**config.mk**
```make
export PLATFORM = sky130hd
export DESIGN_NAME = shs_cell
export DESIGN_NICKNAME = d
export VERILOG_FILES = /design/src/rtl/core/shs_pkg.sv /design/src/rtl/core/shs_cell.sv
export SDC_FILE = /design/constraint.sdc
export NUM_CORES = 1
export LEC_CHECK = 0
export BUFFER_PORTS_ARGS = -buffer_cell sky130_fd_sc_hd__buf_2
export CAP_MARGIN = 20
export CORE_AREA = 2 2 189 191
export DETAILED_ROUTE_END_ITERATION = 10
export DIE_AREA = 0 0 191 193
export HOLD_SLACK_MARGIN = 0.12
export SETUP_SLACK_MARGIN = 0.4
export SYNTH_ARGS = -nofsm -noshare
export SYNTH_HDL_FRONTEND = slang
export SYNTH_SLANG_ARGS = --single-unit
```
**constraint.sdc**
```tcl
create_clock -name clk -period 5.5 [get_ports clk]
set_input_delay 0.55 -clock clk [delete_from_list [all_inputs] [get_ports clk]]
set_output_delay 0.55 -clock clk [all_outputs]
set_load 0.005 [all_outputs]
```
**src/rtl/core/shs_pkg.sv**
```systemverilog
`default_nettype none
package shs_pkg;

  // fingerprint layout, byte 0 in the top bits of hi
  localparam int unsigned HI_W  = 64;
  localparam int unsigned MID_W = 64;
  localparam int unsigned LO_W  = 32;
  localparam int unsigned FP_W  = HI_W + MID_W + LO_W;

  // leading bits of the fingerprint that take part in the zero test
  localparam int unsigned FP_BITS = 160;

  localparam int unsigned ZC_W    = 7;
  localparam int unsigned CHUNK_W = 32;

  // register indexes
  localparam logic REG_SEGMENT = 1'b0;
  localparam logic REG_SAMPLE  = 1'b1;

  localparam logic [ZC_W-1:0] SEGMENT_RESET = 7'd11;
  localparam logic [ZC_W-1:0] SAMPLE_RESET  = 7'd8;

  // item kinds
  localparam logic [1:0] KIND_CHUNK      = 2'd0;
  localparam logic [1:0] KIND_STREAM_END = 2'd1;

  typedef struct packed {
    logic [HI_W-1:0]  hi;
    logic [MID_W-1:0] mid;
    logic [LO_W-1:0]  lo;
  } fp_t;

  typedef struct packed {
    logic shift;
    logic load;
  } cell_ctl_t;

  typedef struct packed {
    logic segment;
    logic sample;
  } zero_hit_t;

  // top min(n, FP_BITS) bits of the packed fingerprint set
  function automatic logic [FP_W-1:0] zero_mask(input logic [ZC_W-1:0] n);
    logic [FP_W-1:0] m;
    m = '0;
    for (int j = 0; j < FP_W; j++) begin
      if ((j < int'(n)) && (j < FP_BITS)) begin
        m[FP_W-1-j] = 1'b1;
      end
    end
    return m;
  endfunction

endpackage
`default_nettype wire

```
**src/rtl/core/shs_cell.sv**
```systemverilog
`default_nettype none
module shs_cell (
  input  wire logic               clk,
  input  wire shs_pkg::cell_ctl_t ctl,
  input  wire shs_pkg::fp_t       load_fp,
  input  wire shs_pkg::fp_t       next_fp,
  output shs_pkg::fp_t            fp
);

  // a load wins over a shift from the neighbor
  always_ff @(posedge clk) begin
    if (ctl.load) begin
      fp <= load_fp;
    end else if (ctl.shift) begin
      fp <= next_fp;
    end
  end

endmodule
`default_nettype wire

```
==> flow_summary.json, run 1 <==
{
  "clock-sinks": 160,
  "synth_fp_nets": 662,
  "synth.top_cell.area_share_pct": 67.6,
  "remaining_drc_errors": 0,
  "drt_iter0_drc": 189,
  "min-delay-path-class": "in2reg",
  "vias_per_cell": 3.81,
  "drive_gt1_share_pct": 80.7,
  "synthAdderAreaFrac_pct": 0,
  "grt_pass1_vias": 4994,
  "die_area_um2": 36900,
  "num_vias": 4959,
  "ctsResizeCount": 0,
  "rsz0062_at_grt": "false",
  "synthTopCellsByArea": "edfxtp_1 68%, mux2_4 19%, mux2_2 11%, buf_6 1.7%, buf_2 0.49%",
  "cp_top_family": "buffers and inverters",
  "final_max_slew_viol_count": 0,
  "hold_buffers": 0,
  "syn_inst": 339,
  "nFillCells": 3533,
  "hold_violations": 0,
  "clk_pin_slew_ps": 70,
  "crit_arrival_ps": 2700,
  "grt_usage_pct": 11.2,
  "power.switching_w": 0.000758,
  "max_stage_delay_ps": 770,
  "p_int_w": 0.00246,
  "whs_ps": 409,
  "htree_levels": 4,
  "timing.final.setup_violations": 0,
  "fin_tns_setup_ps": 0,
  "yosysTopAreaCell": "edfxtp_1",
  "p_seq_share_pct": 47.8,
  "largest_reg_flops": 160,
  "synth_top_family_by_area": "multiplexers",
  "synthMuxAreaShare_pct": 30.1,
  "dpl.hpwl_um": 17500,
  "post-cts-setup-buffer-count": 0,
  "synth_area_um2": 7110,
  "multi_input_area_um2": 2140,
  "ios": 483,
  "crit_chain": "clkbuf_8, or2_4, buf_4",
  "ys_seq_area_share_pct": 67.6,
  "root_buffer": "clkbuf_16",
  "ir_drop_uv": 197,
  "cts_tree": "done",
  "firstDrtPassIters": 4,
  "grt_pass1_wl_um": 29600,
  "swShare_pct": 23.6,
  "seq_area_um2": 4800,
  "synthXorXnorAreaFrac_pct": 0,
  "power_density_nw_per_um2": 304,
  "antenna_found_initial": 2,
  "status": "completed",
  "synth.distinct_cells": 6,
  "wire_per_inst_um": 16.9,
  "place.port_buffers": 482,
  "grt_max_degree": 87,
  "leakage_nw": 4.85,
  "wirelength_um": 21900,
  "path_class": "in2reg",
  "path_max_fanout": 86,
  "gr-total-overflow": 0,
  "cp_data_required_time_ps": 5570,
  "layout-area-overhead-vs-synth_pct": 48.9,
  "regMostFlops": "fp",
  "coreArea_um2": 35000,
  "synth_area_per_cell_um2": 21.0,
  "final_nets": 1149,
  "ant_nets": 0,
  "synth_warnings": 0,
  "clockPowerShare_pct": 37.5,
  "fmax_mhz": 380,
  "maxCapViolCount": 0,
  "worst_slew_pin_slew_ps": 908,
  "cts_max_path_buffers": 2,
  "initial_utilization_pct": 20.3,
  "cts_inserted_buffers": 17,
  "slew_headroom_pct": 39.4,
  "die_h_um": 193,
  "synth_compound_area_share_pct": 0,
  "cpMaxStageDelayCell": "or2_4",
  "fp-row-count": 69,
  "combinationalPowerShare_pct": 14.7,
  "synth-simple-area-share_pct": 0.0880,
  "ys_ff_latch": 160,
  "fin_crit_sh_pct": 47.9,
  "path_buf_inv": 2,
  "gp_congestion": 0.759,
  "crit_path_start_kind": "primary input",
  "period_needed_ps": 2630,
  "critPathCaptureType": "flip-flop",
  "die_w_um": 191,
  "top_regs": "fp x160"
}
## area by class of cell
| class | count | area share (%) |
|---|---|---|
| sequential | 160 | 45.4 |
| timing repair buffer | 486 | 23.3 |
| clock buffer | 18 | 4.06 |
| antenna | 1 | 0.0237 |
| multi-input combinational | 161 | 20.3 |
| clock inverter | 14 | 1.48 |
| tap | 461 | 5.45 |
## synthesized netlist by cell type (all sizes together)
cell type / instances
buf: 18
mux2: 160
edfxtp: 160
or2: 1
## per-stage QoR
| step | utilization, % | power, W | cell area (um^2) | cells | setup WS (ps) |
|---|---|---|---|---|---|
| 2_1_floorplan | - | 0.00176 | 7110 | 339 | 498 |
| 3_3_place_gp | 28.6 | 0.00204 | 9990 | 1268 | 2470 |
| 3_5_place_dp | 28.6 | 0.00205 | 9990 | 1268 | 2380 |
| 4_1_cts | 30.2 | 0.00328 | 10600 | 1300 | 2860 |
| 5_1_grt | 30.3 | 0.00336 | 10600 | 1301 | 2700 |
| 6_report | 30.3 | 0.00321 | 10600 | 1301 | 2870 |
## cell usage in the layout (no fill, tap or decap)
master	synthesis	layout
clkbuf_8	0	1
or2_4	0	1
edfxtp_1	160	160
clkinv_2	0	1
clkinv_4	0	3
buf_4	0	3
bufinv_16	0	2
clkbuf_1	0	1
clkbuf_16	0	17
inv_8	0	1
clkinvlp_4	0	2
diode_2	0	1
buf_12	0	1
buf_2	7	481
mux2_4	89	89
clkinv_1	0	1
mux2_2	71	71
inv_6	0	4
## path summary, 6_finish.rpt
check                   start           endpoint  slack (ps)  depth (start not counted)
setup / recovery       ctl[0]  fp[150]$_DFFE_PP_        2870                          3
hold / removal    load_fp[99]   fp[99]$_DFFE_PP_         410                          2
## power by group through the flow
stage                     registers [W]  logic [W]  clock network [W]
after floorplan                 0.00158   0.000175                  0
final                           0.00154   0.000473            0.00120
after detailed placement        0.00156   0.000485                  0
after CTS                       0.00154   0.000486            0.00125
after global placement          0.00156   0.000479                  0
after global routing            0.00155   0.000516            0.00130
## metal layers
metal	GRT usage (%)	routed length, um	share of wire, %	vias up
met2	19.7	11200	51	291
met5	0	13	0.059	-
met3	5.16	2200	10	13
li1	-	-	-	2313
met4	3.55	241	1.1	2
met1	11.8	8240	38	2340
## cell families after synthesis
group                  Yosys count
AND/OR/NAND/NOR                  1
flip-flops                     160
buffers and inverters           18
multiplexers                   160
(Power assumes the default switching activity.)
==> run 2, diff against run 1 <==
Clock period 5.5 ns to 2.3 ns, I/O delays scaled along.
==> run 2 against run 1 <==
  * The run now fails in 4_1_cts
  * Synthesized cell count unchanged
  * Synthesized area stayed put
==> flow_summary.json, run 2 <==
{
  "post-cts-setup-buffer-count": 0,
  "stop_stage": "4_1_cts",
  "async_flop_share_pct": 0,
  "dominantRegCellSynth": "edfxtp_1",
  "ys_seq_area_share_pct": 67.6,
  "ys_ff_latch": 160,
  "synth_area_per_cell_um2": 21.0,
  "synth-simple-area-share_pct": 0.0880,
  "place.port_buffers": 482,
  "cts_max_path_buffers": 2,
  "synth_area_um2": 7110,
  "yosysTopAreaCell": "edfxtp_1",
  "fp-row-count": 69,
  "yosysMostFrequentCell": "edfxtp_1",
  "dpl.hpwl_um": 18300,
  "place_area_um2": 10100,
  "htree_levels": 4,
  "synthMuxAreaShare_pct": 30.1,
  "synthXorXnorAreaFrac_pct": 0,
  "initial_utilization_pct": 20.3,
  "syn_inst": 339,
  "synth_top_family_by_area": "multiplexers",
  "ios": 483,
  "synth_compound_area_share_pct": 0,
  "synthAdderAreaFrac_pct": 0,
  "status": "did not finish",
  "synth.top_cells.by_count": "160 x edfxtp_1, 89 x mux2_4, 71 x mux2_2, 11 x buf_6, 7 x buf_2",
  "place_ws_ps": 716,
  "die_w_um": 191,
  "hold_buffers": 262,
  "synth_warnings": 0,
  "synth.top_cell.area_share_pct": 67.6,
  "root_buffer": "clkbuf_16",
  "gp_congestion": 0.777,
  "die_h_um": 193,
  "synth_fp_nets": 662,
  "synthTopCellsByArea": "edfxtp_1 68%, mux2_4 19%, mux2_2 11%, buf_6 1.7%, buf_2 0.49%",
  "cts_inserted_buffers": 17,
  "synth_edf_count": 160,
  "error": "[ERROR RSZ-0060] Max buffer count reached.",
  "ctsResizeCount": 0,
  "clock-sinks": 160,
  "synth.distinct_cells": 6
}
run 2: cell families after synthesis:
group | Yosys count
buffers and inverters | 18
flip-flops | 160
multiplexers | 160
AND/OR/NAND/NOR | 1
run 2: per-stage QoR:
stage	utilization [%]	std cells
after detailed placement	29.0	1276
after global placement	29.0	1276
after floorplan	-	339
==> run 3, diff against run 2 <==
Settings changed: CORE_AREA 2 2 189 191 to default, CORE_MARGIN from default to 2, CORE_UTILIZATION from default to 20, DIE_AREA 0 0 191 193 to default, HOLD_SLACK_MARGIN 0.12 to default, PLACE_DENSITY_LB_ADDON from default to 0.15, SETUP_SLACK_MARGIN 0.4 to default.
Clock period 2.3 ns to 2.99 ns, I/O delays scaled along.
==> run 3 against run 2 <==
  * The flow now finishes without violations
==> flow_summary.json, run 3 (same netlist as run 1, synthesis figures left out) <==
{
  "power_density_nw_per_um2": 564,
  "final_nets": 1154,
  "regMostFlops": "fp",
  "clock-sinks": 160,
  "largest_reg_flops": 160,
  "gr-total-overflow": 0,
  "place_ws_ps": 1180,
  "antenna_cells": 0,
  "place.port_buffers": 482,
  "coreArea_um2": 35300,
  "power.switching_w": 0.00136,
  "grt_usage_pct": 10.6,
  "hold_buffers": 0,
  "layout-area-overhead-vs-synth_pct": 50.5,
  "gp_congestion": 0.701,
  "vias_per_cell": 3.69,
  "max_stage_delay_ps": 400,
  "fp-row-count": 69,
  "cp_top_family": "buffers and inverters",
  "cts_inserted_buffers": 17,
  "fin_tns_setup_ps": 0,
  "rsz0062_at_grt": "false",
  "wirelength_um": 20800,
  "ant_nets": 0,
  "top_regs": "fp x160",
  "fmax_mhz": 750,
  "initial_utilization_pct": 20.1,
  "whs_ps": 153,
  "drive_gt1_share_pct": 80.6,
  "crit_arrival_ps": 1530,
  "die_h_um": 192,
  "grt_max_degree": 76,
  "min-delay-path-class": "in2reg",
  "timing.final.setup_violations": 0,
  "dpl.hpwl_um": 16200,
  "clockPowerShare_pct": 38.9,
  "num_vias": 4820,
  "wire_per_inst_um": 15.9,
  "worst_slack_ps": 1660,
  "status": "completed",
  "leakage_nw": 4.90,
  "root_buffer": "clkbuf_16",
  "worst_slew_pin_slew_ps": 521,
  "cpMaxStageDelayCell": "mux2_2",
  "dp_cells": 1273,
  "period_needed_ps": 1330,
  "path_buf_inv": 2,
  "p_int_w": 0.00467,
  "die_w_um": 192,
  "hold_violations": 0,
  "path_class": "in2reg",
  "final_max_slew_viol_count": 0,
  "fin_crit_sh_pct": 44.6,
  "antenna_found_initial": 0,
  "slew_headroom_pct": 65.3,
  "ir_drop_uv": 387,
  "ctsResizeCount": 0,
  "combinationalPowerShare_pct": 14.5,
  "final_common_cell": "buf_2",
  "finalPower_w": 0.00603,
  "final_cell_mix": "481 x buf_2, 160 x edfxtp_1, 89 x mux2_4, 71 x mux2_2, 17 x clkbuf_16",
  "cp_data_required_time_ps": 3180,
  "post-cts-setup-buffer-count": 0,
  "path_max_fanout": 69,
  "maxCapViolCount": 0,
  "clk_pin_slew_ps": 70,
  "htree_levels": 4,
  "grt_pass1_vias": 4905,
  "fin_cells": 1305,
  "remaining_drc_errors": 0,
  "crit_path_start_kind": "primary input",
  "cts_tree": "done",
  "cts_max_path_buffers": 2,
  "grt_pass1_wl_um": 28400,
  "ios": 483,
  "drt_iter0_drc": 92,
  "swShare_pct": 22.6,
  "crit_chain": "clkbuf_8, buf_12, mux2_2",
  "firstDrtPassIters": 4,
  "die_area_um2": 37100,
  "p_seq_share_pct": 46.6,
  "critPathCaptureType": "flip-flop"
}
run 3: layer usage:
layer	global-route usage (%)	routed length, um	vias up
li1	-	-	2328
met1	11.0	7440	2206
met5	0	0	-
met3	4.93	2310	12
met2	18.9	10800	274
met4	3.52	226	0
run 3: final cells by class:
cell class	instances	area (um^2)
Timing Repair Buffer	491	2550
Multi-Input combinational cell	161	2140
Clock buffer	17	425
Fill cell	3677	24600
Tap cell	461	577
Sequential cell	160	4800
Clock inverter	15	190
run 3: through the flow:
stage | utilization (%) | area [um^2]
after floorplan | - | 7110
after global placement | 28.5 | 10100
after detailed placement | 28.5 | 10100
after CTS | 30.3 | 10700
after global routing | 30.3 | 10700
final | 30.3 | 10700
run 3: path summary, 6_finish.rpt:
kind / from / endpoint / slack (ps) / depth (start not counted)
worst max-delay path: ctl[0] / fp[58]$_DFFE_PP_ / 1660 / 3
worst min-delay path: load_fp[22] / fp[22]$_DFFE_PP_ / 150 / 2
run 3: power groups by stage:
stage | logic (W) | registers (W) | clock network, W
final | 0.000874 | 0.00281 | 0.00235
after global routing | 0.000962 | 0.00284 | 0.00253
after CTS | 0.000902 | 0.00282 | 0.00244
after detailed placement | 0.000901 | 0.00286 | 0
after global placement | 0.000907 | 0.00286 | 0
after floorplan | 0.000322 | 0.00290 | 0
==> run 4, diff against run 3 <==
Clock period 2.99 ns to 1.1 ns, I/O delays scaled along.
==> run 4 against run 3 <==
  * The flow now stops in 4_1_cts
  * Synthesized area stayed put
  * Synthesized cell count did not move
==> flow_summary.json, run 4 <==
{
  "gp_congestion": 0.709,
  "dominantRegCellSynth": "edfxtp_1",
  "synthAdderAreaFrac_pct": 0,
  "status": "did not finish",
  "synthXorXnorAreaFrac_pct": 0,
  "synth.top_cell.area_share_pct": 67.6,
  "synthMuxAreaShare_pct": 30.1,
  "cts_max_path_buffers": 2,
  "yosysTopAreaCell": "edfxtp_1",
  "place_area_um2": 10300,
  "async_flop_share_pct": 0,
  "synth_top_family_by_area": "multiplexers",
  "synth.top_cells.by_count": "160 x edfxtp_1, 89 x mux2_4, 71 x mux2_2, 11 x buf_6, 7 x buf_2",
  "dpl.hpwl_um": 17400,
  "synth_area_um2": 7110,
  "synth-simple-area-share_pct": 0.0880,
  "error": "[ERROR RSZ-0060] Max buffer count reached.",
  "initial_utilization_pct": 20.1,
  "hold_buffers": 266,
  "yosysMostFrequentCell": "edfxtp_1",
  "cts_inserted_buffers": 17,
  "ios": 483,
  "place.port_buffers": 482,
  "ys_seq_area_share_pct": 67.6,
  "syn_inst": 339,
  "fp-row-count": 69,
  "stop_stage": "4_1_cts",
  "synth.distinct_cells": 6,
  "die_w_um": 192,
  "root_buffer": "clkbuf_16",
  "synth_area_per_cell_um2": 21.0,
  "synth_fp_nets": 662,
  "htree_levels": 4,
  "clock-sinks": 160,
  "synth_warnings": 0,
  "synth_edf_count": 160,
  "ys_ff_latch": 160,
  "synth_compound_area_share_pct": 0,
  "ctsResizeCount": 0,
  "die_h_um": 192,
  "post-cts-setup-buffer-count": 0,
  "synthTopCellsByArea": "edfxtp_1 68%, mux2_4 19%, mux2_2 11%, buf_6 1.7%, buf_2 0.49%"
}
## run 4: cell counts after synthesis
Identical to the previous run, type by type.
## run 4: cell families after synthesis
| family | Yosys count |
|---|---|
| simple gates | 1 |
| flops | 160 |
| buf+inv | 18 |
| mux | 160 |
## run 4: through the flow
stage / util (%) / setup slack, ps / instances / hold WS [ps]
2_1_floorplan: - / -1020 / 339 / 327
3_3_place_gp: 29.3 / -226 / 1292 / 411
3_5_place_dp: 29.3 / -239 / 1292 / 413
